### config.mk
export PLATFORM = sky130hd
export DESIGN_NAME = wav_pcm_stream_decoder_top
export DESIGN_NICKNAME = d
export VERILOG_FILES = /design/src/rtl/wpsd_pkg.sv /design/src/rtl/wav_pcm_stream_decoder_top.sv
export SDC_FILE = /design/constraint.sdc
export NUM_CORES = 2
export LEC_CHECK = 0
export BUFFER_PORTS_ARGS = -buffer_cell sky130_fd_sc_hd__buf_2
export CORE_UTILIZATION = 45
export DETAILED_ROUTE_END_ITERATION = 8
export HOLD_SLACK_MARGIN = 0.05
export PLACE_DENSITY_LB_ADDON = 0.2
export SLEW_MARGIN = 20
export SYNTH_ARGS = -nofsm -noshare
export SYNTH_HDL_FRONTEND = slang
export SYNTH_SLANG_ARGS = --single-unit
export TNS_END_PERCENT = 100
### constraint.sdc
create_clock -name clk -period 29 [get_ports clk]
set_input_delay 5.8 -clock clk [delete_from_list [all_inputs] [get_ports clk]]
set_output_delay 5.8 -clock clk [all_outputs]
set_load 0.005 [all_outputs]
### src/rtl/wpsd_pkg.sv
package wpsd_pkg;

  typedef enum logic [5:0] {
    PH_RIFF = 6'b000001,
    PH_HDR  = 6'b000010,
    PH_FMT  = 6'b000100,
    PH_SKIP = 6'b001000,
    PH_DATA = 6'b010000,
    PH_DONE = 6'b100000
  } phase_t;

  localparam logic KIND_SAMPLE = 1'b0;
  localparam logic KIND_ERROR  = 1'b1;

  localparam logic [31:0] TAG_FMT  = 32'h666D7420;
  localparam logic [31:0] TAG_DATA = 32'h64617461;

  localparam logic [31:0] RIFF_HDR_BYTES = 32'd12;
  localparam logic [31:0] FMT_USED_BYTES = 32'd16;

  localparam logic [2:0] HDR_LAST_BYTE = 3'd7;

  localparam logic [15:0] BITS_8  = 16'd8;
  localparam logic [15:0] BITS_16 = 16'd16;
  localparam logic [15:0] BITS_24 = 16'd24;
  localparam logic [15:0] BITS_32 = 16'd32;

  typedef struct packed {
    logic        kind;
    logic [15:0] ch;
    logic        last;
    logic [15:0] chans;
    logic [31:0] rate;
    logic [15:0] bits;
  } res_meta_t;

  // Position of the sign bit for a sample of (wsel + 1) bytes.
  function automatic logic [4:0] sign_pos(input logic [1:0] wsel);
    sign_pos = {wsel, 3'b111};
  endfunction

  // Full-scale divisor 2^(bits-1) - 1 for a sample of (wsel + 1) bytes.
  function automatic logic [31:0] full_scale(input logic [1:0] wsel);
    full_scale = (32'd1 << sign_pos(wsel)) - 32'd1;
  endfunction

endpackage

### src/rtl/wav_pcm_stream_decoder_top.sv
// Byte-stream WAV decoder. One file byte is taken per clock cycle, with no gaps, as long as
// the result side keeps up; the parser updates its chunk state in the cycle a byte is taken.
// A completed PCM sample, or the single error result for an unsupported format, passes the
// parser register, then the register after the reciprocal multiplier that replaces the
// division by the full-scale value, and then the output register after the exact remainder
// correction, rounding and clamping. Samples are produced in Q2.30 by
// default (OUT_FRAC_BITS sets the fraction width), and only complete frames inside the data
// chunk produce results; bytes after the data chunk are dropped until file_start marks the
// first byte of a new file.
module wav_pcm_stream_decoder_top
  import wpsd_pkg::*;
#(
  parameter int OUT_FRAC_BITS = 30
) (
  input  logic               clk,
  input  logic               rst,
  input  logic               byte_valid,
  output logic               byte_stall,
  input  logic [7:0]         data_byte,
  input  logic               file_start,
  output logic               result_valid,
  input  logic               result_stall,
  output logic               kind,
  output logic signed [31:0] sample_value,
  output logic [15:0]        channel_index,
  output logic               last_sample,
  output logic [15:0]        channel_count,
  output logic [31:0]        rate_hz,
  output logic [15:0]        sample_bits
);

  localparam logic [30:0] RECIP0 = 31'((64'd1 << (OUT_FRAC_BITS + 7)) / 64'd127);
  localparam logic [30:0] RECIP1 = 31'((64'd1 << (OUT_FRAC_BITS + 15)) / 64'd32767);
  localparam logic [30:0] RECIP2 = 31'((64'd1 << (OUT_FRAC_BITS + 23)) / 64'd8388607);
  localparam logic [30:0] RECIP3 = 31'((64'd1 << (OUT_FRAC_BITS + 31)) / 64'd2147483647);
  localparam logic [31:0] UNITY  = 32'd1 << OUT_FRAC_BITS;

  // Parser state.
  phase_t      phase, phase_next;
  logic [31:0] phase_byte_count, count_next;
  logic [31:0] tag_name, tag_next;
  logic [31:0] tag_length, len_next;
  logic [15:0] channels_reg, chans_next;
  logic [31:0] rate_reg, rate_next;
  logic [15:0] bits_reg, bits_next;
  logic [31:0] data_bytes_left, left_next;
  logic [23:0] sample_accum, accum_next;
  logic [1:0]  byte_in_sample, bis_next;
  logic [15:0] channel_counter, ch_next;

  logic        accept;
  logic        emit;
  res_meta_t   emit_meta;

  logic        fmt_ok;
  logic [17:0] frame_bytes;
  logic [2:0]  hdr_pos;
  logic [31:0] hdr_tag;
  logic [31:0] hdr_len;
  logic [31:0] count_inc;
  logic [31:0] left_dec;
  logic [1:0]  nb_m1;
  logic [31:0] raw;
  logic        frame_end;
  logic signed [32:0] sval;
  logic [32:0] mag_full;

  // Pipeline registers.
  logic        s1_valid;
  res_meta_t   s1_meta;
  logic        s1_neg;
  logic [31:0] s1_mag;
  logic [1:0]  s1_wsel;

  logic        s2_valid;
  res_meta_t   s2_meta;
  logic        s2_neg;
  logic        s2_sat;
  logic [31:0] s2_mag;
  logic [31:0] s2_qe;
  logic [1:0]  s2_wsel;

  logic        out_free, s2_free, s1_free;

  logic [30:0] recip;
  logic [61:0] prod;
  logic [61:0] prod_sh;
  logic [32:0] rem;
  logic [33:0] rem2;
  logic [33:0] div_x1;
  logic [33:0] div_x3;
  logic [1:0]  round_inc;
  logic [31:0] q;
  logic [31:0] q_final;

  assign out_free   = !result_valid || !result_stall;
  assign s2_free    = !s2_valid || out_free;
  assign s1_free    = !s1_valid || s2_free;
  assign byte_stall = !s1_free;
  assign accept     = byte_valid && s1_free;

  assign fmt_ok = (bits_reg == BITS_8 || bits_reg == BITS_16 || bits_reg == BITS_24 ||
                   bits_reg == BITS_32) && (channels_reg != 16'd0);

  always_comb begin
    case (bits_reg[5:3])
      3'd1:    frame_bytes = {2'b00, channels_reg};
      3'd2:    frame_bytes = {1'b0, channels_reg, 1'b0};
      3'd3:    frame_bytes = {2'b00, channels_reg} + {1'b0, channels_reg, 1'b0};
      3'd4:    frame_bytes = {channels_reg, 2'b00};
      default: frame_bytes = 18'd0;
    endcase
  end

  assign hdr_pos   = phase_byte_count[2:0];
  assign hdr_tag   = (hdr_pos[2] == 1'b0) ? {tag_name[23:0], data_byte} : tag_name;
  assign hdr_len   = hdr_pos[2] ? (tag_length | (32'(data_byte) << {hdr_pos[1:0], 3'b000}))
                                : tag_length;
  assign count_inc = phase_byte_count + 32'd1;
  assign left_dec  = data_bytes_left - 32'd1;
  assign nb_m1     = 2'(bits_reg[5:3] - 3'd1);
  assign raw       = {8'd0, sample_accum} | (32'(data_byte) << {byte_in_sample, 3'b000});
  assign frame_end = ({1'b0, channel_counter} + 17'd1) >= {1'b0, channels_reg};

  always_comb begin
    case (nb_m1)
      2'd0:    sval = {{25{~raw[7]}}, ~raw[7], raw[6:0]};
      2'd1:    sval = {{17{raw[15]}}, raw[15:0]};
      2'd2:    sval = {{9{raw[23]}}, raw[23:0]};
      default: sval = {raw[31], raw};
    endcase
  end

  assign mag_full = sval[32] ? (33'd0 - sval) : sval;

  always_comb begin
    phase_next = phase;
    count_next = phase_byte_count;
    tag_next   = tag_name;
    len_next   = tag_length;
    chans_next = channels_reg;
    rate_next  = rate_reg;
    bits_next  = bits_reg;
    left_next  = data_bytes_left;
    accum_next = sample_accum;
    bis_next   = byte_in_sample;
    ch_next    = channel_counter;
    emit       = 1'b0;
    emit_meta.kind  = KIND_SAMPLE;
    emit_meta.ch    = channel_counter;
    emit_meta.last  = 1'b0;
    emit_meta.chans = channels_reg;
    emit_meta.rate  = rate_reg;
    emit_meta.bits  = bits_reg;

    if (file_start) begin
      // The first byte of a new file is also the first RIFF header byte.
      phase_next = PH_RIFF;
      count_next = 32'd1;
      tag_next   = 32'd0;
      len_next   = 32'd0;
      chans_next = 16'd0;
      rate_next  = 32'd0;
      bits_next  = 16'd0;
      left_next  = 32'd0;
      accum_next = 24'd0;
      bis_next   = 2'd0;
      ch_next    = 16'd0;
    end else begin
      case (phase)
        PH_RIFF: begin
          count_next = count_inc;
          if (count_inc >= RIFF_HDR_BYTES) begin
            phase_next = PH_HDR;
            count_next = 32'd0;
            tag_next   = 32'd0;
            len_next   = 32'd0;
          end
        end
        PH_HDR: begin
          tag_next   = hdr_tag;
          len_next   = hdr_len;
          count_next = 32'(hdr_pos) + 32'd1;
          if (hdr_pos == HDR_LAST_BYTE) begin
            count_next = 32'd0;
            if (hdr_tag == TAG_DATA) begin
              if (!fmt_ok) begin
                phase_next     = PH_DONE;
                emit           = 1'b1;
                emit_meta.kind = KIND_ERROR;
                emit_meta.ch   = 16'd0;
              end else begin
                left_next  = hdr_len;
                accum_next = 24'd0;
                bis_next   = 2'd0;
                ch_next    = 16'd0;
                phase_next = (hdr_len >= 32'(frame_bytes)) ? PH_DATA : PH_DONE;
              end
            end else if (hdr_len != 32'd0) begin
              phase_next = (hdr_tag == TAG_FMT) ? PH_FMT : PH_SKIP;
            end else begin
              tag_next = 32'd0;
              len_next = 32'd0;
            end
          end
        end
        PH_FMT, PH_SKIP: begin
          if (phase == PH_FMT && phase_byte_count < FMT_USED_BYTES) begin
            case (phase_byte_count[3:0])
              4'd2:    chans_next = {channels_reg[15:8], data_byte};
              4'd3:    chans_next = {data_byte, channels_reg[7:0]};
              4'd4:    rate_next  = {rate_reg[31:8], data_byte};
              4'd5:    rate_next  = {rate_reg[31:16], data_byte, rate_reg[7:0]};
              4'd6:    rate_next  = {rate_reg[31:24], data_byte, rate_reg[15:0]};
              4'd7:    rate_next  = {data_byte, rate_reg[23:0]};
              4'd14:   bits_next  = {bits_reg[15:8], data_byte};
              4'd15:   bits_next  = {data_byte, bits_reg[7:0]};
              default: chans_next = channels_reg;
            endcase
          end
          count_next = count_inc;
          if (count_inc == tag_length) begin
            phase_next = PH_HDR;
            count_next = 32'd0;
            tag_next   = 32'd0;
            len_next   = 32'd0;
          end
        end
        PH_DATA: begin
          left_next = left_dec;
          if (byte_in_sample != nb_m1) begin
            accum_next = raw[23:0];
            bis_next   = byte_in_sample + 2'd1;
          end else begin
            // A frame end with less than one frame left marks the final sample.
            emit           = 1'b1;
            emit_meta.last = frame_end && (left_dec < 32'(frame_bytes));
            ch_next        = frame_end ? 16'd0 : channel_counter + 16'd1;
            accum_next     = 24'd0;
            bis_next       = 2'd0;
            if (emit_meta.last) begin
              phase_next = PH_DONE;
            end
          end
        end
        default: begin
          phase_next = phase;
        end
      endcase
    end
  end

  always_ff @(posedge clk) begin
    if (rst) begin
      phase            <= PH_RIFF;
      phase_byte_count <= 32'd0;
      tag_name         <= 32'd0;
      tag_length       <= 32'd0;
      channels_reg     <= 16'd0;
      rate_reg         <= 32'd0;
      bits_reg         <= 16'd0;
      data_bytes_left  <= 32'd0;
      sample_accum     <= 24'd0;
      byte_in_sample   <= 2'd0;
      channel_counter  <= 16'd0;
    end else if (accept) begin
      phase            <= phase_next;
      phase_byte_count <= count_next;
      tag_name         <= tag_next;
      tag_length       <= len_next;
      channels_reg     <= chans_next;
      rate_reg         <= rate_next;
      bits_reg         <= bits_next;
      data_bytes_left  <= left_next;
      sample_accum     <= accum_next;
      byte_in_sample   <= bis_next;
      channel_counter  <= ch_next;
    end
  end

  // Stage 1: sign and magnitude of the assembled sample.
  always_ff @(posedge clk) begin
    if (rst) begin
      s1_valid <= 1'b0;
    end else if (s1_free) begin
      s1_valid <= accept && emit;
    end
  end

  always_ff @(posedge clk) begin
    if (s1_free && accept && emit) begin
      s1_meta <= emit_meta;
      s1_neg  <= mag_full[32] ? 1'b0 : sval[32];
      s1_mag  <= mag_full[31:0];
      s1_wsel <= nb_m1;
    end
  end

  // Stage 2: quotient estimate by multiplying with the scaled reciprocal.
  always_comb begin
    case (s1_wsel)
      2'd0:    recip = RECIP0;
      2'd1:    recip = RECIP1;
      2'd2:    recip = RECIP2;
      default: recip = RECIP3;
    endcase
  end

  assign prod    = s1_mag[30:0] * recip;
  assign prod_sh = prod >> sign_pos(s1_wsel);

  always_ff @(posedge clk) begin
    if (rst) begin
      s2_valid <= 1'b0;
    end else if (s2_free) begin
      s2_valid <= s1_valid;
    end
  end

  always_ff @(posedge clk) begin
    if (s2_free && s1_valid) begin
      s2_meta <= s1_meta;
      s2_neg  <= s1_neg;
      s2_sat  <= s1_mag >= full_scale(s1_wsel);
      s2_mag  <= s1_mag;
      s2_qe   <= prod_sh[31:0];
      s2_wsel <= s1_wsel;
    end
  end

  // Stage 3: the estimate is at most one below the true quotient; compares of the remainder fix
  // that and give round-to-nearest in the same two compares.
  assign rem = (33'(s2_mag) << OUT_FRAC_BITS) - (33'(s2_qe) << sign_pos(s2_wsel))
             + 33'(s2_qe);
  assign rem2   = {rem, 1'b0};
  assign div_x1 = 34'(full_scale(s2_wsel));
  assign div_x3 = div_x1 + {div_x1[32:0], 1'b0};
  assign round_inc = 2'(rem2 >= div_x1) + 2'(rem2 >= div_x3);
  assign q       = s2_sat ? UNITY : (s2_qe + 32'(round_inc));
  assign q_final = s2_neg ? (32'd0 - q) : q;

  always_ff @(posedge clk) begin
    if (rst) begin
      result_valid <= 1'b0;
    end else if (out_free) begin
      result_valid <= s2_valid;
    end
  end

  always_ff @(posedge clk) begin
    if (out_free && s2_valid) begin
      kind          <= s2_meta.kind;
      sample_value  <= (s2_meta.kind == KIND_ERROR) ? 32'sd0 : $signed(q_final);
      channel_index <= s2_meta.ch;
      last_sample   <= s2_meta.last;
      channel_count <= s2_meta.chans;
      rate_hz       <= s2_meta.rate;
      sample_bits   <= s2_meta.bits;
    end
  end

endmodule

==> flow_metrics.tcl <==
set metrics [dict create \
    rsz0062_at_grt "false" \
    vias 34422 \
    diodes 0 \
    cap_violations 0 \
    cts_buffers 67 \
    placed_area_um2 45610 \
    clock_latency_ps 630 \
    async_flop_share_pct 0 \
    tightest_slew_ps 1042 \
    drc 0 \
    switching_share_pct 22.95 \
    seq_area_frac_synth_pct 35.20 \
    cpMostUsedCell "buf_2" \
    htreeDepth 3 \
    antenna_found_initial 6 \
    drive_gt1_share_pct 8.178 \
    p_per_area_nw_per_um2 38.91 \
    drv_slew 0 \
    cts_tree "yes" \
    setup-violations-final 0 \
    crit_path_cell_trace "buf_2, and3_1, nand2_1, inv_1, buf_2" \
    first_pass_iters 7 \
    drt-wirelength-per-cell_um 21.37 \
    crit_type "input port to output pin" \
    crit_path_start_kind "input port" \
    hold_class "register to register" \
    grt_use_total_pct 25.09 \
    clkPwrFrac_pct 48.1 \
    p_leak_nw 20.78 \
    slew_headroom_pct 30.28 \
    ioPinCount 129 \
    synth.distinct_cells 99 \
    fin_tns_setup_ps 0 \
    synth.area.mux_share_pct 2.023 \
    period_needed_ps 12260 \
    synth_xor_area_share_pct 5.017 \
    grt_pass1_vias 33422 \
    clock_sinks 595 \
    cp_top_family "simple AND/OR/NAND/NOR gates" \
    fp.dieW_um 314.1 \
    crit_required_ps 23200 \
    seq_power_share_pct 47.7 \
    yosysTopAreaCell "edfxtp_1" \
    cpMaxStageDelayCell "and3_1" \
    p_int_w 0.001439 \
    placement.setup.worst_slack_ps 16730 \
    synth_nets 5186 \
    ys_top_cells_by_area "edfxtp_1 24%, ha_1 16%, dfxtp_1 11%" \
    dp_hpwl_um 94740 \
    coreArea_um2 96570 \
    design_area_um2 48010 \
    final_cell_count_no_fill 5849 \
    grt_start_max_net_pins 76 \
    reg_top3 "s1_meta: 82 flops, s2_meta: 82 flops" \
    ctsResizeCount 0 \
    place_congestion 0.9330 \
    grtUsageMet3_pct 3.491 \
    p_sw_w 0.0004287 \
    finalCritPeriodShare_pct 42.29 \
    finalNetCount 5212 \
    wl_um 125000 \
    use_met1_pct 34.10 \
    power_frac_comb_pct 4.2 \
    path_buf_inv 3 \
    root_buffer "clkbuf_16" \
    cp_max_fo 3 \
    syn_inst 4493 \
    synth_top_family_by_area "adder cells" \
    synth_top_area_share_pct 24.11 \
    post-cts-setup-buffers 0 \
    worst_clock_skew_ps 35.86 \
    finalHoldViolations 0 \
    numPlacedInstances 5725 \
    clockBufferDepth 3 \
    initial_core_util_pct 45.41 \
    synth_flop_cell "edfxtp_1" \
    die_area_um2 98690 \
    status "completed" \
    synthesis.area_um2 43850 \
    ctsHoldBuffers 0 \
    peakVddDrop_v 0.00004036 \
    clk_pin_slew_ps 70 \
    fmax_mhz 81.54 \
    vias_per_cell 5.885 \
    ys_ff_latch 595 \
    first_iter_violations 2889 \
    synth-compound-area-share_pct 15.48 \
    use_met2_pct 41.35 \
    synth_edf_count 352 \
    die-height_um 314.1 \
    cp-end-kind "output pin" \
    top_usage_layer "met2" \
    area_growth_syn_to_layout_pct 9.500 \
    yosys.area_share.simple_pct 16.01 \
    syn_area_per_cell_um2 9.759 \
    ant_nets 0 \
    rows 114 \
    overflow 0 \
    synth_fa_ha_area_share_pct 21.72 \
    timing.final.ws_setup_ps 16740 \
    grt_pass1_wl_um 193800 \
    synth_warnings 0 \
    placement.io_buffers 128 \
    cp_data_arrival_time_ps 6460 \
    slowest_delay_ps 250 \
]
[final timing paths]
| kind | depth (start not counted) | slack, ps | end | start |
|---|---|---|---|---|
| hold / removal | 0 | 410 | channel_count[6] | s2_meta[54] |
| hold reg to reg | 0 | 410 | channel_count[6] | s2_meta[54] |
| setup / recovery | 5 | 16740 | byte_stall | result_stall |
| setup reg to reg | 35 | 19570 | sample_value[28] | s2_wsel[1] |
[cells in the mapped netlist, types with 104 or more instances]
master / instances
clkbuf_1: 179
fa_1: 135
dfxtp_1: 243
o21ai_0: 170
xnor2_1: 129
edfxtp_1: 352
ha_1: 545
nor2_1: 361
nand2_1: 292
inv_1: 285
nand3_1: 133
a21oi_1: 292
xor2_1: 117
and2_1: 104
[kinds of logic (layout without fill, tap and decap cells)]
logic type / Yosys count / in the layout
other cells: 1 / 1
buf+inv: 507 / 587
xor+xnor: 248 / 248
flops: 595 / 595
fa+ha+maj: 680 / 680
mux: 65 / 65
simple gates: 1387 / 1387
compound gates: 1010 / 1010
[routing by layer]
layer / vias to the layer above / part of all wire (%)
met5: - / 0
met4: 0 / 2.7
met3: 178 / 6.0
met2: 1026 / 47
met1: 16734 / 44
li1: 16484 / -
[metrics by stage]
step / utilization [%] / hold slack, ps / total power [W]
3_5_place_dp: 47.23 / 404.5 / 0.0009853
2_1_floorplan: - / 400.3 / 0.0009623
5_1_grt: 49.72 / 417.6 / 0.001923
3_3_place_gp: 47.23 / 401.7 / 0.0009850
4_1_cts: 49.68 / 411.4 / 0.001883
6_report: 49.72 / 409.5 / 0.001868
[layout make-up]
class                      count  area [µm²]
inverter                     287        1077
tap                         1276        1597
multi-input combinational   3391       26520
sequential                   595       15430
clock buffer                  84        1800
timing repair buffer         177        1018
fill                        9018       48550
clock inverter                39       566.8
[power by group through the flow]
stage	clock network (W)	logic, W	registers, W
6_report	0.000899	0.0000781	0.000891
5_1_grt	0.000948	0.0000838	0.000891
4_1_cts	0.000916	0.0000763	0.000891
3_5_place_dp	0	0.0000760	0.000909
3_3_place_gp	0	0.0000758	0.000909
2_1_floorplan	0	0.0000543	0.000908
[layout by cell type (no fill, tap or decap), types with 67 or more instances in the layout]
master	n
nand3_1	133
a21o_1	72
inv_1	285
clkbuf_16	67
nand2_1	292
xnor2_1	129
nand4_1	93
nor3_1	90
and2_1	104
ha_1	545
xor2_1	117
nor2_1	359
fa_1	135
buf_2	127
a21oi_1	290
a31oi_1	93
o21ai_0	170
dfxtp_1	243
edfxtp_1	352
(Power assumes the default switching activity.)
